<file path="config.mk">
export PLATFORM = sky130hd
export DESIGN_NAME = bf3_stats
export DESIGN_NICKNAME = d
export VERILOG_FILES = /design/src/rtl/bf3_pkg.sv /design/src/rtl/bf3_stats.sv
export SDC_FILE = /design/constraint.sdc
export NUM_CORES = 1
export LEC_CHECK = 0
export BUFFER_PORTS_ARGS = -buffer_cell sky130_fd_sc_hd__buf_2
export CAP_MARGIN = 20
export CORE_MARGIN = 1.5
export CORE_UTILIZATION = 40
export DETAILED_ROUTE_END_ITERATION = 7
export SLEW_MARGIN = 20
export SYNTH_ARGS = -nofsm -noshare
export SYNTH_HDL_FRONTEND = slang
export SYNTH_SLANG_ARGS = --single-unit
</file>
<file path="constraint.sdc">
create_clock -name clk -period 19.35 [get_ports clk]
set_input_delay 1.935 -clock clk [delete_from_list [all_inputs] [get_ports clk]]
set_output_delay 1.935 -clock clk [all_outputs]
set_load 0.01 [all_outputs]
</file>
<file path="src/rtl/bf3_pkg.sv">
`default_nettype none
// ----------------------------------------------------------------------------
// bf3_pkg
// Shared widths, constants, types and helper functions of the 3x3 box filter.
// ----------------------------------------------------------------------------
package bf3_pkg;

    localparam int PIX_W        = 8;
    localparam int DIM_W        = 11;
    localparam int SLICE_W      = 10;
    localparam int SUM_W        = 12;
    localparam int CNT_W        = 21;
    localparam int CFG_IDX_W    = 2;
    localparam int ROW_LIMIT    = 1024;
    localparam int RESET_DIM    = 512;
    localparam int MAX_COLS_DEF = 1024;
    localparam int OUT_DEPTH    = 4;
    localparam int OUT_PTR_W    = 2;
    localparam int OUT_CNT_W    = 3;
    localparam int DIV9_MUL     = 3641;
    localparam int DIV9_SHIFT   = 15;
    localparam int DIV9_PROD_W  = 24;

    localparam logic [CFG_IDX_W-1:0] CFG_ROWS = 2'd0;
    localparam logic [CFG_IDX_W-1:0] CFG_COLS = 2'd1;

    localparam logic [PIX_W-1:0] PIX_MAX = 8'hFF;
    localparam logic [PIX_W-1:0] PIX_MIN = 8'h00;

    typedef struct packed {
        logic [DIM_W-1:0] rows;
        logic [DIM_W-1:0] cols;
        logic [CNT_W-1:0] total;
        logic             restart;
    } frame_cfg_t;

    typedef struct packed {
        logic             valid;
        logic [SUM_W-1:0] sum;
        logic             last;
    } calc_t;

    typedef struct packed {
        logic [PIX_W-1:0] mean;
        logic             last;
        logic [PIX_W-1:0] fmin;
        logic [PIX_W-1:0] fmax;
    } result_t;

    // floor(x / 9) for x below 2304 by reciprocal multiply
    function automatic logic [PIX_W-1:0] div9(input logic [SUM_W-1:0] x);
        logic [DIV9_PROD_W-1:0] prod;
        prod = DIV9_PROD_W'(x) * DIV9_PROD_W'(DIV9_MUL);
        return prod[DIV9_SHIFT +: PIX_W];
    endfunction

    // zero acts as one, values above the limit act as the limit
    function automatic logic [DIM_W-1:0] clamp_dim(input logic [DIM_W-1:0] v,
                                                   input logic [DIM_W-1:0] limit);
        logic [DIM_W-1:0] r;
        r = v;
        if (v == '0)
        begin
            r = DIM_W'(1);
        end
        else if (v > limit)
        begin
            r = limit;
        end
        return r;
    endfunction

endpackage
`default_nettype wire

</file>
<file path="src/rtl/bf3_stats.sv">
`default_nettype none
// ----------------------------------------------------------------------------
// bf3_stats
// Second stage: divide by nine and track the frame minimum and maximum.
// ----------------------------------------------------------------------------
module bf3_stats
    import bf3_pkg::*;
(
    input  logic    clk,
    input  logic    rst_n,
    input  logic    restart,
    input  calc_t   calc,
    output logic    push,
    output result_t push_data,
    output logic    busy
);

    logic             s2_valid_reg;
    logic [SUM_W-1:0] s2_sum_reg;
    logic             s2_last_reg;
    logic [PIX_W-1:0] min_reg, min_next;
    logic [PIX_W-1:0] max_reg, max_next;
    logic [PIX_W-1:0] mean;
    logic [PIX_W-1:0] lo;
    logic [PIX_W-1:0] hi;

    always_comb
    begin
        mean     = div9(s2_sum_reg);
        lo       = (mean < min_reg) ? mean : min_reg;
        hi       = (mean > max_reg) ? mean : max_reg;
        min_next = min_reg;
        max_next = max_reg;
        if (restart || (s2_valid_reg && s2_last_reg))
        begin
            min_next = PIX_MAX;
            max_next = PIX_MIN;
        end
        else if (s2_valid_reg)
        begin
            min_next = lo;
            max_next = hi;
        end
    end

    always_ff @(posedge clk or negedge rst_n)
    begin
        if (!rst_n)
        begin
            s2_valid_reg <= 1'b0;
            min_reg      <= PIX_MAX;
            max_reg      <= PIX_MIN;
        end
        else
        begin
            s2_valid_reg <= calc.valid;
            min_reg      <= min_next;
            max_reg      <= max_next;
        end
    end

    always_ff @(posedge clk)
    begin
        s2_sum_reg  <= calc.sum;
        s2_last_reg <= calc.last;
    end

    assign push           = s2_valid_reg;
    assign push_data.mean = mean;
    assign push_data.last = s2_last_reg;
    assign push_data.fmin = lo;
    assign push_data.fmax = hi;
    assign busy           = s2_valid_reg;

endmodule
`default_nettype wire

</file>
# [Word level (Yosys, flattened, before mapping)]
# Cells that the tools add are included.
[op_classes] mul=1 n_lt_le_gt_ge=2 mux=6 n_reduce_logical=3
[op_table] operator="8-bit 2-to-1 mux" n=6
[op_table] operator="12-bit by 12-bit multiplier with 23-bit output (second input constant)" n=1
[op_table] operator="8-bit greater-than comparator" n=1
[op_table] operator="8-bit less-than comparator" n=1
[op_table] operator="2-bit nonzero test" n=1
[op_table] operator="1-bit logical AND" n=1
[op_table] operator="1-bit logical OR" n=1
[word_totals] ff_bits=30 input_bits=17 out_inout_bits=27 elab_cells=17

# [Longest topological paths before layout]
[logic_depth] word_depth=5 mapped_depth=28 ltp_nobuf=27

# [Least setup slack after synthesis]
# OpenSTA, ideal clock, no wires.
[synth_path] path_kind="register to output" startpoint="register s2_sum_reg[1]" endpoint="output push_data[12] (netlist name)" arrival_time_ns=6.117 required_time_ns=17.415 path_slack_ns=11.298 stages_incl_launch_ff=26 path_cell_list="dfxtp_1 inv_1 fa_1 inv_1 ha_1 inv_1 fa_1 inv_1 fa_1 inv_1 fa_1 inv_1 ha_1 and4_4 a21oi_2 nand3_2 a221oi_2 a21oi_1 xor2_1 ha_1 nand4_1 nor2_1 a211oi_1 nand3b_1 o21ai_4 mux2_2"
[synth_lines] item="start: declaration" line_no="bf3_stats.sv:19" source="logic [SUM_W-1:0] s2_sum_reg;"
[synth_lines] item="start signal: assignment" line_no="bf3_stats.sv:64" source="s2_sum_reg <= calc.sum;"
[synth_lines] item="end: declaration" line_no="bf3_stats.sv:14" source="output result_t push_data,"

==> flow_summary_export.csv <==
group,metric,value,unit
yosys,synthTopCellsByCount,"ha_1 (82), inv_1 (72), fa_1 (29)",
clock_network,insertion_delay,290,ps
flow_run,cap_violations,0,
clock_network,cts_setup_buffers,0,
sta,fin_skew,7.14,ps
clock_network,cts.sinks,30,
global_routing,grt_pass1_vias,2598,
yosys,syn_area,3660,µm²
final_layout,seqCellArea,696,µm²
yosys,synth_warnings,0,
sta,holdWs,545,ps
yosys,synth.area.top_cells,"ha_1 (28%), fa_1 (16%), inv_1 (7.4%)",
yosys,ys_ff_latch,30,
clock_network,clk_pin_slew_worst_paths,70,ps
sta,tns,0,ps
setup_path,slowest_stage,"a21oi_1",
yosys,synthArstFlopShare,0.567,
floorplan,die_x,98.6,µm
sta,layout_min_cycle_time,9110,ps
yosys,avgSynthCellArea,9.88,µm²
yosys,yosysTopAreaCell,"ha_1",
floorplan,ioPinCount,44,
clock_network,root_buffer,"clkbuf_8",
floorplan,die-area,9730,µm²
hold_path,hold_class,"flop to flop",
yosys,syn_inst,370,
global_routing,met1_usage,0.256,
sta,hold_viol_final,0,
global_routing,grt.busiest_layer,"met1",
detailed_routing,wl,7630,µm
floorplan,die_h,98.6,µm
yosys,yosys.area.top_type_share,0.281,
detailed_routing,vias,2687,
global_routing,met2_usage,0.251,
final_layout,layout-drive-gt1-share,0.204,
placement,io_buffers,43,
yosys,synth_ff_type,"dfxtp_1",
yosys,synthMostInstantiatedCell,"ha_1",
setup_path,critPathArrivalTime,7180,ps
detailed_routing,vias_per_cell,5.13,
final_layout,diodes,0,
status,outcome,"finished clean",
clock_network,cts_buffers,5,
final_layout,fin_nets,543,
clock_network,cts_hold_buf,0,
final_layout,multi_input_area,2650,µm²
detailed_routing,first_pass_iters,4,
sta,relSlewSlack,0.331,
yosys,ys_seq_area_frac,0.190,
detailed_routing,routedWlPerCell,14.6,µm
global_routing,grt_pass1_wl,12800,µm
floorplan,rows,34,
final_layout,largest_reg_flops,12,
yosys,syn_nets,498,
final_layout,area_delta_synth_final,11.7,%
final_layout,num-fill-cells,804,
global_routing,grtUsageMet3,0.0206,
global_routing,grt_overflow,0,
sta,setup_violations,0,
clock_network,cts_buffer_depth,2,
detailed_routing,drcViolationCount,0,
yosys,synth_edf_count,0,
global_routing,grt_max_degree,18,
setup_path,cp-start-kind,"flop",
floorplan,core,8810,µm²
global_routing,antenna_found_initial,0,
clock_network,cts_tree,"done",
setup_path,crit_fanout,16,
setup_path,crit_top_cell,"inv_1",
sta,clock.fmax,110,MHz
placement,place.gp.congestion,0.851,
detailed_routing,drt_iter0_drc,94,
clock_network,h-tree-depth,2,
sta,slew_violations,0,
setup_path,slowest_delay,770,ps
setup_path,worst-setup-path-type,"flop to output pin",
sta,tightest_slew,1000,ps
setup_path,end_kind,"output pin",
global_routing,gr-usage-all-layers,0.167,
yosys,synth.distinct_cells,54,
placement,dp_hpwl,6370,µm
detailed_routing,postRouteAntennaNets,0,
floorplan,start_util,0.415,
final_layout,fin_util,0.464,
sta,rsz0062_at_grt,"no",
clock_network,cts_resized,0,
setup_path,cp.required,17410,ps
sta,period_share,0.471,
per-layer routing:
metal	up-vias	share of wire
met4	0	0.0096
met3	6	0.029
li1	1344	-
met1	1299	0.51
met5	-	0
met2	38	0.45
per-stage QoR:
step | cell area (µm²) | worst slack, ps | std cells
5_1_grt | 4090 | 9790 | 524
2_1_floorplan | 3660 | 11300 | 370
6_report | 4090 | 10240 | 524
3_5_place_dp | 3980 | 10560 | 516
4_1_cts | 4090 | 10240 | 524
3_3_place_gp | 3980 | 10680 | 516
cell families after synthesis:
| logic type | share of synthesized area |
|---|---|
| buf+inv | 0.0842 |
| simple gates | 0.0910 |
| compound gates | 0.154 |
| fa+ha+maj | 0.439 |
| xor+xnor | 0.0263 |
| flops | 0.190 |
| mux | 0.0154 |
critical path: cells and delay by family, from the launching register on:
kind / cells / cell delay [ps]
adders and majority gates: 7 / 2920
AOI/OAI and AO/OA: 5 / 1530
and+or+nand+nor: 4 / 630
buffers and inverters: 7 / 510
xor gates and xnor gates: 1 / 450
muxes: 1 / 430
DFF: 1 / 420
cell type report:
| cell class | count | area share |
|---|---|---|
| repair buffers | 44 | 0.0545 |
| flip-flops and latches | 30 | 0.170 |
| inverters | 72 | 0.0661 |
| clock inverters | 3 | 0.00980 |
| multi-input cells | 262 | 0.649 |
| clock buffers | 5 | 0.0168 |
| well taps | 108 | 0.0331 |
layout by cell type, fill, tap and decap left out, types with 2 or more instances in the layout:
master    count
clkinv_2      2
or2_2         3
o21ai_4       2
inv_1        72
nand3_1       3
o21ai_0      17
dfstp_2       8
a21o_1        6
o22a_1        8
nor2_1       20
o211ai_2      2
a22oi_1       6
buf_2        43
o21a_1        3
dfrtp_1       9
nor2b_1       4
a21oi_1      10
a221oi_2      2
and3_1        3
xor2_1        3
ha_1         82
mux2_2        5
clkbuf_8      5
nand4_1       3
or3_1         2
a211oi_2      3
xnor2_1       8
nand2_1      15
fa_1         29
dfxtp_1      13
worst paths after layout:
kind	startpoint	end	slack (ps)	cells after the start
setup / recovery	s2_sum_reg[3]	push_data[4]	10240	25
hold / removal	max_reg[7]	max_reg[7]	550	2
setup reg to reg	s2_sum_reg[3]	max_reg[1]	12200	26
hold reg to reg	max_reg[7]	max_reg[7]	550	2
max in group asynchronous	rst_n	min_reg[6]	17470	1
min in group asynchronous	rst_n	busy	1570	1
Power is not shown: default switching activity piles up to over one toggle a cycle in this logic, so the estimate is an artifact.
