### config.mk
export PLATFORM = sky130hd
export DESIGN_NAME = bf3_out_fifo_flat
export DESIGN_NICKNAME = d
export VERILOG_FILES = /design/src/rtl/bf3_pkg.sv /design/src/rtl/bf3_if.sv /design/src/rtl/bf3_out_fifo.sv /design/src/flat_wrapper.sv
export SDC_FILE = /design/constraint.sdc
export NUM_CORES = 1
export LEC_CHECK = 0
export BUFFER_PORTS_ARGS = -buffer_cell sky130_fd_sc_hd__clkbuf_2
export CAP_MARGIN = 20
export CORE_MARGIN = 2
export CORE_UTILIZATION = 37
export CTS_BUF_LIST = sky130_fd_sc_hd__clkbuf_16
export DETAILED_ROUTE_END_ITERATION = 8
export PLACE_DENSITY_LB_ADDON = 0.3
export SKIP_CTS_REPAIR_TIMING = 1
export SLEW_MARGIN = 5
export SYNTH_ARGS = -nofsm -noshare
export SYNTH_HDL_FRONTEND = slang
export SYNTH_SLANG_ARGS = --single-unit
### constraint.sdc
create_clock -name clk -period 3.4 [get_ports clk]
set_input_delay 0.17 -clock clk [delete_from_list [all_inputs] [get_ports clk]]
set_output_delay 0.17 -clock clk [all_outputs]
set_load 0.02 [all_outputs]
### src/rtl/bf3_pkg.sv
`default_nettype none
// ----------------------------------------------------------------------------
// bf3_pkg
// Shared widths, constants, types and helper functions of the 3x3 box filter.
// ----------------------------------------------------------------------------
package bf3_pkg;

    localparam int PIX_W        = 8;
    localparam int DIM_W        = 11;
    localparam int SLICE_W      = 10;
    localparam int SUM_W        = 12;
    localparam int CNT_W        = 21;
    localparam int CFG_IDX_W    = 2;
    localparam int ROW_LIMIT    = 1024;
    localparam int RESET_DIM    = 512;
    localparam int MAX_COLS_DEF = 1024;
    localparam int OUT_DEPTH    = 4;
    localparam int OUT_PTR_W    = 2;
    localparam int OUT_CNT_W    = 3;
    localparam int DIV9_MUL     = 3641;
    localparam int DIV9_SHIFT   = 15;
    localparam int DIV9_PROD_W  = 24;

    localparam logic [CFG_IDX_W-1:0] CFG_ROWS = 2'd0;
    localparam logic [CFG_IDX_W-1:0] CFG_COLS = 2'd1;

    localparam logic [PIX_W-1:0] PIX_MAX = 8'hFF;
    localparam logic [PIX_W-1:0] PIX_MIN = 8'h00;

    typedef struct packed {
        logic [DIM_W-1:0] rows;
        logic [DIM_W-1:0] cols;
        logic [CNT_W-1:0] total;
        logic             restart;
    } frame_cfg_t;

    typedef struct packed {
        logic             valid;
        logic [SUM_W-1:0] sum;
        logic             last;
    } calc_t;

    typedef struct packed {
        logic [PIX_W-1:0] mean;
        logic             last;
        logic [PIX_W-1:0] fmin;
        logic [PIX_W-1:0] fmax;
    } result_t;

    // floor(x / 9) for x below 2304 by reciprocal multiply
    function automatic logic [PIX_W-1:0] div9(input logic [SUM_W-1:0] x);
        logic [DIV9_PROD_W-1:0] prod;
        prod = DIV9_PROD_W'(x) * DIV9_PROD_W'(DIV9_MUL);
        return prod[DIV9_SHIFT +: PIX_W];
    endfunction

    // zero acts as one, values above the limit act as the limit
    function automatic logic [DIM_W-1:0] clamp_dim(input logic [DIM_W-1:0] v,
                                                   input logic [DIM_W-1:0] limit);
        logic [DIM_W-1:0] r;
        r = v;
        if (v == '0)
        begin
            r = DIM_W'(1);
        end
        else if (v > limit)
        begin
            r = limit;
        end
        return r;
    endfunction

endpackage
`default_nettype wire

### src/rtl/bf3_if.sv
`default_nettype none


interface bf3_res_if
    import bf3_pkg::*;
();
    logic             valid;
    logic             ready;
    logic [PIX_W-1:0] mean_value;
    logic             frame_last;
    logic [PIX_W-1:0] frame_min;
    logic [PIX_W-1:0] frame_max;

    modport source (output valid, output mean_value, output frame_last,
                    output frame_min, output frame_max, input ready);
    modport sink   (input valid, input mean_value, input frame_last,
                    input frame_min, input frame_max, output ready);
endinterface

`default_nettype wire

### src/rtl/bf3_out_fifo.sv
`default_nettype none
// ----------------------------------------------------------------------------
// bf3_out_fifo
// Small result queue that decouples the pipeline from the result receiver.
// ----------------------------------------------------------------------------
module bf3_out_fifo
    import bf3_pkg::*;
(
    input  logic                 clk,
    input  logic                 rst_n,
    input  logic                 push,
    input  result_t              push_data,
    bf3_res_if.source            res,
    output logic [OUT_CNT_W-1:0] count
);

    result_t                entries [OUT_DEPTH];
    logic [OUT_PTR_W-1:0]   wr_ptr_reg;
    logic [OUT_PTR_W-1:0]   rd_ptr_reg;
    logic [OUT_CNT_W-1:0]   count_reg, count_next;
    logic                   pop;
    result_t                head;

    always_comb
    begin
        pop        = res.valid && res.ready;
        count_next = count_reg;
        if (push && !pop)
        begin
            count_next = count_reg + OUT_CNT_W'(1);
        end
        else if (pop && !push)
        begin
            count_next = count_reg - OUT_CNT_W'(1);
        end
        head = entries[rd_ptr_reg];
    end

    always_ff @(posedge clk)
    begin
        if (push)
        begin
            entries[wr_ptr_reg] <= push_data;
        end
    end

    always_ff @(posedge clk or negedge rst_n)
    begin
        if (!rst_n)
        begin
            wr_ptr_reg <= '0;
            rd_ptr_reg <= '0;
            count_reg  <= '0;
        end
        else
        begin
            if (push)
            begin
                wr_ptr_reg <= wr_ptr_reg + OUT_PTR_W'(1);
            end
            if (pop)
            begin
                rd_ptr_reg <= rd_ptr_reg + OUT_PTR_W'(1);
            end
            count_reg <= count_next;
        end
    end

    assign res.valid      = count_reg != '0;
    assign res.mean_value = head.mean;
    assign res.frame_last = head.last;
    assign res.frame_min  = head.fmin;
    assign res.frame_max  = head.fmax;
    assign count          = count_reg;

endmodule
`default_nettype wire

### src/flat_wrapper.sv
// flat-port wrapper written by rule: the top's interface ports become plain ports
module bf3_out_fifo_flat import bf3_pkg::*;
  (clk, rst_n, push, push_data, count, res_valid, res_mean_value, res_frame_last, res_frame_min, res_frame_max, res_ready);
  bf3_res_if res_i ();
  input  logic clk;
  input  logic rst_n;
  input  logic push;
  input  result_t push_data;
  output logic [OUT_CNT_W-1:0] count;
  output wire logic [$bits(res_i.valid)-1:0] res_valid;
  output wire logic [$bits(res_i.mean_value)-1:0] res_mean_value;
  output wire logic [$bits(res_i.frame_last)-1:0] res_frame_last;
  output wire logic [$bits(res_i.frame_min)-1:0] res_frame_min;
  output wire logic [$bits(res_i.frame_max)-1:0] res_frame_max;
  input wire logic [$bits(res_i.ready)-1:0] res_ready;
  assign res_valid = res_i.valid;
  assign res_mean_value = res_i.mean_value;
  assign res_frame_last = res_i.frame_last;
  assign res_frame_min = res_i.frame_min;
  assign res_frame_max = res_i.frame_max;
  assign res_i.ready = res_ready;
  bf3_out_fifo u_core (.clk(clk), .rst_n(rst_n), .push(push), .push_data(push_data), .res(res_i), .count(count));
endmodule
======== Yosys cells after proc, flatten, opt, wreduce, memory -nomap -nowiden ========
Memories as Yosys holds them, arrays and structs flattened.
Index checks and enable logic that the tools add are counted.
operators by class
  reductions and logical operators ........ 7
  muxes and demuxes ....................... 4
  $add $sub $neg .......................... 4
operator list
  kind                                                                count
  3-bit 2-to-1 mux                                                    2
  2-bit by 1-bit adder with 2-bit output, second input constant       2
  3-bit by 1-bit adder with 3-bit output, second input constant       1
  1-bit logical AND                                                   3
  3-bit nonzero test                                                  1
  3-bit by 1-bit subtractor with 3-bit output, second input constant  1
  1-bit logical NOT                                                   2
  1-bit 2-to-1 mux                                                    2
  2-bit nonzero test                                                  1
word-level totals
  flip-flop bits (word level) ............. 7
  bits of input ports ..................... 29
  memory bits (writable) .................. 100
  memories kept ........................... 1
  output and inout bits ................... 29
  logic and storage cells ................. 19
memories
  name            depth  bits a word  rd ports  clocked after memory_dff  wr ports  RTL line            text
  u_core.entries  4      25           1         0                         1         bf3_out_fifo.sv:17  result_t entries [OUT_DEPTH];

======== Depth between registers and ports, before layout ========
  depth in word-level cells ............... 5
  gate-level depth with buffers ........... 8
  gate-level depth less buffers ........... 8

======== Least setup slack after synthesis ========
Ideal clock, no wire load.
  path type ............................... reg2reg
  start ................................... reg u_core.count_reg[0], in the netlist u_core.count[0]
  end ..................................... reg u_core.count_reg[2], in the netlist u_core.count[2]
  setup slack ............................. 1,182 ps
  required time ........................... 3,321 ps
  setup time .............................. 79 ps
  cell stages (with the launch flop) ...... 9
  arrival time ............................ 2,138 ps
  path buffers ............................ 0
  cell sequence ........................... dfrtp_1 or3_1 nand2_1 ha_1 inv_1 fa_1 xor2_1 nor2_1 xor2_1
between the ends
  cells in the longest elaborated chain, start to end .. 5
  elaborated cells between the ends (all ways) .. 10
RTL lines
  what                                                           RTL line            text
  start: declaration                                             bf3_out_fifo.sv:20  logic [OUT_CNT_W-1:0] count_reg, count_next;
  start signal: assignment                                       bf3_out_fifo.sv:65  count_reg <= count_next;
  3-bit nonzero test *                                           bf3_out_fifo.sv:69  assign res.valid = count_reg != '0;
  named net res_valid                                            flat_wrapper.sv:10  output wire logic [$bits(res_i.valid)-1:0] res_valid;
  1-bit logical AND *                                            bf3_out_fifo.sv:26  pop = res.valid && res.ready;
  1-bit logical NOT                                              bf3_out_fifo.sv:28  if (push && !pop)
  1-bit logical AND                                              bf3_out_fifo.sv:28
  3-bit 2-to-1 mux / 2-bit nonzero test (equally long branches)  n/a
The timed path passes the listed nets; every way through them passes the cells marked *. The select of a mux whose other input is x is not followed.
A chain may end at the register's enable or synchronous reset.

======== Final worst setup path ========
  start ................................... reg u_core.rd_ptr_reg[0]
  end ..................................... out res_mean_value[0]
between the ends
  cells in the longest elaborated chain, start to end .. 1
RTL lines
  what                      RTL line            text
  start: declaration        bf3_out_fifo.sv:19  logic [OUT_PTR_W-1:0] rd_ptr_reg;
  start signal: assignment  bf3_out_fifo.sv:63  rd_ptr_reg <= rd_ptr_reg + OUT_PTR_W'(1);
  memory read 4 x 25 bit    n/a
  end: declaration          flat_wrapper.sv:11  output wire logic [$bits(res_i.mean_value)-1:0] res_mean_value;
Every way passes these cells.

==> metrics.csv <==
stage;metric;value;unit
place;port_buffers;57;
worst_setup_path;r2r_slack;1270;ps
global_routing;grt_pass1_vias;1958;
synth;muxShareOfSynthArea;14.9;%
drt;ant_nets;0;
worst_setup_path;cp.required;3230;ps
global_routing;overflow;0;
power_and_ir_drop;p_leak;1.69;nW
floorplan;row_count;38;
worst_setup_path;worst-setup-path-type;flop to output port;
clock_network;cts_made_buffers;9;
drt;vias_per_cell;4.84;
power_and_ir_drop;swShare;32.4;%
synth;avgSynthCellArea;24.7;um^2
worst_hold_path;hold-path-cell-count;1;
timing;hold_slack;39.8;ps
drt;drc;0;
timing;fin_crit;2310;ps
drt;drtIter0Drc;62;
power_and_ir_drop;p_clk_share;22.9;%
timing;rsz0062_at_grt;no;
timing;tns;0;ps
floorplan;ios;58;
synth;synth.largest_area_cell;edfxtp_1;
synth;yosysWarnings;0;
timing;fin_crit_sh;68.0;%
worst_setup_path;r2r_start;u_core.count[0];
place;hpwlAfterDp;4240;um
drt;totalWireLength;6820;um
place;routabilityCongestion;0.682;
drt;wl_per_cell;18.1;um
clock_network;clk_path_buf_depth;2;
power_and_ir_drop;power.density;860;nW/um^2
timing;max_freq;432;MHz
synth;synth_area;4040;um^2
drt;num_vias;1825;
power_and_ir_drop;p_comb_share;30.0;%
worst_setup_path;worstSetupEndpointType;output port;
timing;slew_headroom;39.3;%
flow_run;cap_violations;0;
worst_setup_path;r2r-end;u_core.count[2];
drt;first_pass_iters;4;
timing;hold_viol_final;0;
synth;synthTopCellsByCount;edfxtp_1 (100), mux4_2 (18), dfrtp_1 (7), mux4_1 (7), ha_1 (5);
floorplan;die_w;109;um
final_layout;finish.instance_area;4760;um^2
worst_hold_path;min_from;push_data[19];
synth;synth_top_area_share;74.3;%
status;status;finished, final reports clean;
synth;synth-seq-area-share;78.6;%
worst_hold_path;hold_end;u_core.entries[2][19];
synth;synth_area_leaders;edfxtp_1 (74%), mux4_2 (10%), mux4_1 (4.5%);
clock_network;clk_latency;340;ps
worst_hold_path;worstHoldPathType;primary input to flop;
global_routing;gr-usage-all-layers;12.6;%
final_layout;area_delta_synth_final;17.6;%
synth;synth_flop_cell;edfxtp_1;
synth;synth_adder_area_share;2.04;%
power_and_ir_drop;switchingPower;1.33;mW
synth;syn-instance-count;164;
clock_network;cts_root_buf;clkbuf_16;
synth;synth_top_family_by_area;multiplexers;
final_layout;final_cells;377;
clock_network;clk_pin_slew;70;ps
final_layout;fill_cells;963;
timing;skew;4.55;ps
clock_network;htree_levels;3;
power_and_ir_drop;seq_power_share;47.1;%
timing;finalSetupViolCount;0;
power_and_ir_drop;intPower;2.76;mW
global_routing;grt_max_degree;28;
synth;synth_seq_cells;107;
global_routing;grt_pass1_wl;10600;um
worst_setup_path;worstPathMaxFanout;27;
floorplan;fp.dieH;109;um
floorplan;core_region_area;10700;um^2
global_routing;antenna_found_initial;0;
synth;post_synth_xor_area_fraction;1.30;%
synth;synth_edf_count;100;
synth;synth_simple_gate_area_share;1.18;%
worst_setup_path;rr_worst_depth;8;
worst_setup_path;startpoint_type;flop;
final_layout;drive_above_1_share;40.5;%
clock_network;cts_num_sinks;107;
synth;synth_fp_nets;199;
timing;worstMarginPinSlew;910;ps
final_layout;nets;267;
power_and_ir_drop;vdd_ir_drop_max;0.000370;V
synth;synth.most_common_cell;edfxtp_1;
place;dp.cells;360;
worst_setup_path;arrival;2140;ps
timing;final-max-slew-violation-count;0;
final_layout;largest_reg_flops;100;
place;place_area;4480;um^2
synth;synth_compound_area_share;0.124;%
synth;ys_async_sr_fraction;6.54;%
final_layout;diodes;0;
clock_network;cts_tree;done;
floorplan;die_area;11800;um^2
floorplan;start_util;37.6;%
synth;synthDistinctLibCells;19;
==> worst max-delay path by stage <==
stage / startpoint / to / slack, ps / cells after the start
finish: u_core.rd_ptr_reg[0] / res_mean_value[0] / 1090 / 2
floorplan: u_core.count[0] / u_core.count[2] / 1180 / 8
detailed placement: u_core.count[0] / u_core.count[2] / 1280 / 8
CTS: u_core.rd_ptr_reg[0] / res_mean_value[0] / 1010 / 2
global placement: u_core.count[0] / u_core.count[2] / 1360 / 8
global route: u_core.rd_ptr_reg[0] / res_mean_value[2] / 950 / 2
==> logic make-up after synthesis <==
logic type / after synthesis
XOR/XNOR: 6
adder cells (fa/ha/maj): 6
AND/OR/NAND/NOR: 9
flip-flops: 107
AO/OA/AOI/OAI: 1
buffers and inverters: 9
multiplexers: 26
==> per-layer routing <==
metal | vias up | wire length (um) | track usage [%]
li1 | 818 | - | -
met5 | - | 0 | 0
met3 | 10 | 464 | 5.00
met1 | 946 | 3020 | 15.9
met2 | 51 | 3230 | 19.6
met4 | 0 | 107 | 4.95
==> through the flow <==
| step | power, mW | setup WS (ps) | util [%] |
|---|---|---|---|
| global route | 4.30 | 945 | 44.3 |
| floorplan | 2.84 | 1180 | - |
| global placement | 3.20 | 1360 | 41.7 |
| detailed placement | 3.22 | 1280 | 41.7 |
| finish | 4.09 | 1090 | 44.3 |
| CTS | 4.17 | 1010 | 44.2 |
==> layout make-up <==
class	instances	area, um^2	share of cell area, %
clock buffers	9	225	4.73
clock inverters	7	45.0	0.947
inverters	3	11.3	0.237
multi-input cells	48	788	16.6
flip-flops and latches	107	3180	66.8
well taps	140	175	3.68
repair buffers	63	333	7.00
==> power by group through the flow <==
stage          combinational [mW]  sequential, mW  clock (mW)
4_1_cts                      1.25            1.94       0.973
3_3_place_gp                 1.25            1.96           0
3_5_place_dp                 1.25            1.97           0
5_1_grt                      1.32            1.97        1.01
6_report                     1.23            1.93       0.938
2_1_floorplan               0.996            1.84           0
==> critical path: stages (launching register included) <==
cell	delay [ps]
dfrtp_2	970
mux4_1	650
clkbuf_2	170
==> cell usage in the layout, fill, tap and decap left out, drive strengths merged <==
cell type	Yosys	final
edfxtp	100	100
clkbuf	0	66
mux4	25	25
dfrtp	7	7
inv	3	6
ha	5	5
buf	6	5
and2	4	4
xnor2	3	3
xor2	3	3
nand2	2	2
clkinvlp	0	2
clkinv	0	2
or3	1	1
mux2	1	1
nor2	1	1
nand3	1	1
o21ai	1	1
fa	1	1
dlygate4sd3	0	1
Power figures use the tool's default switching activity.
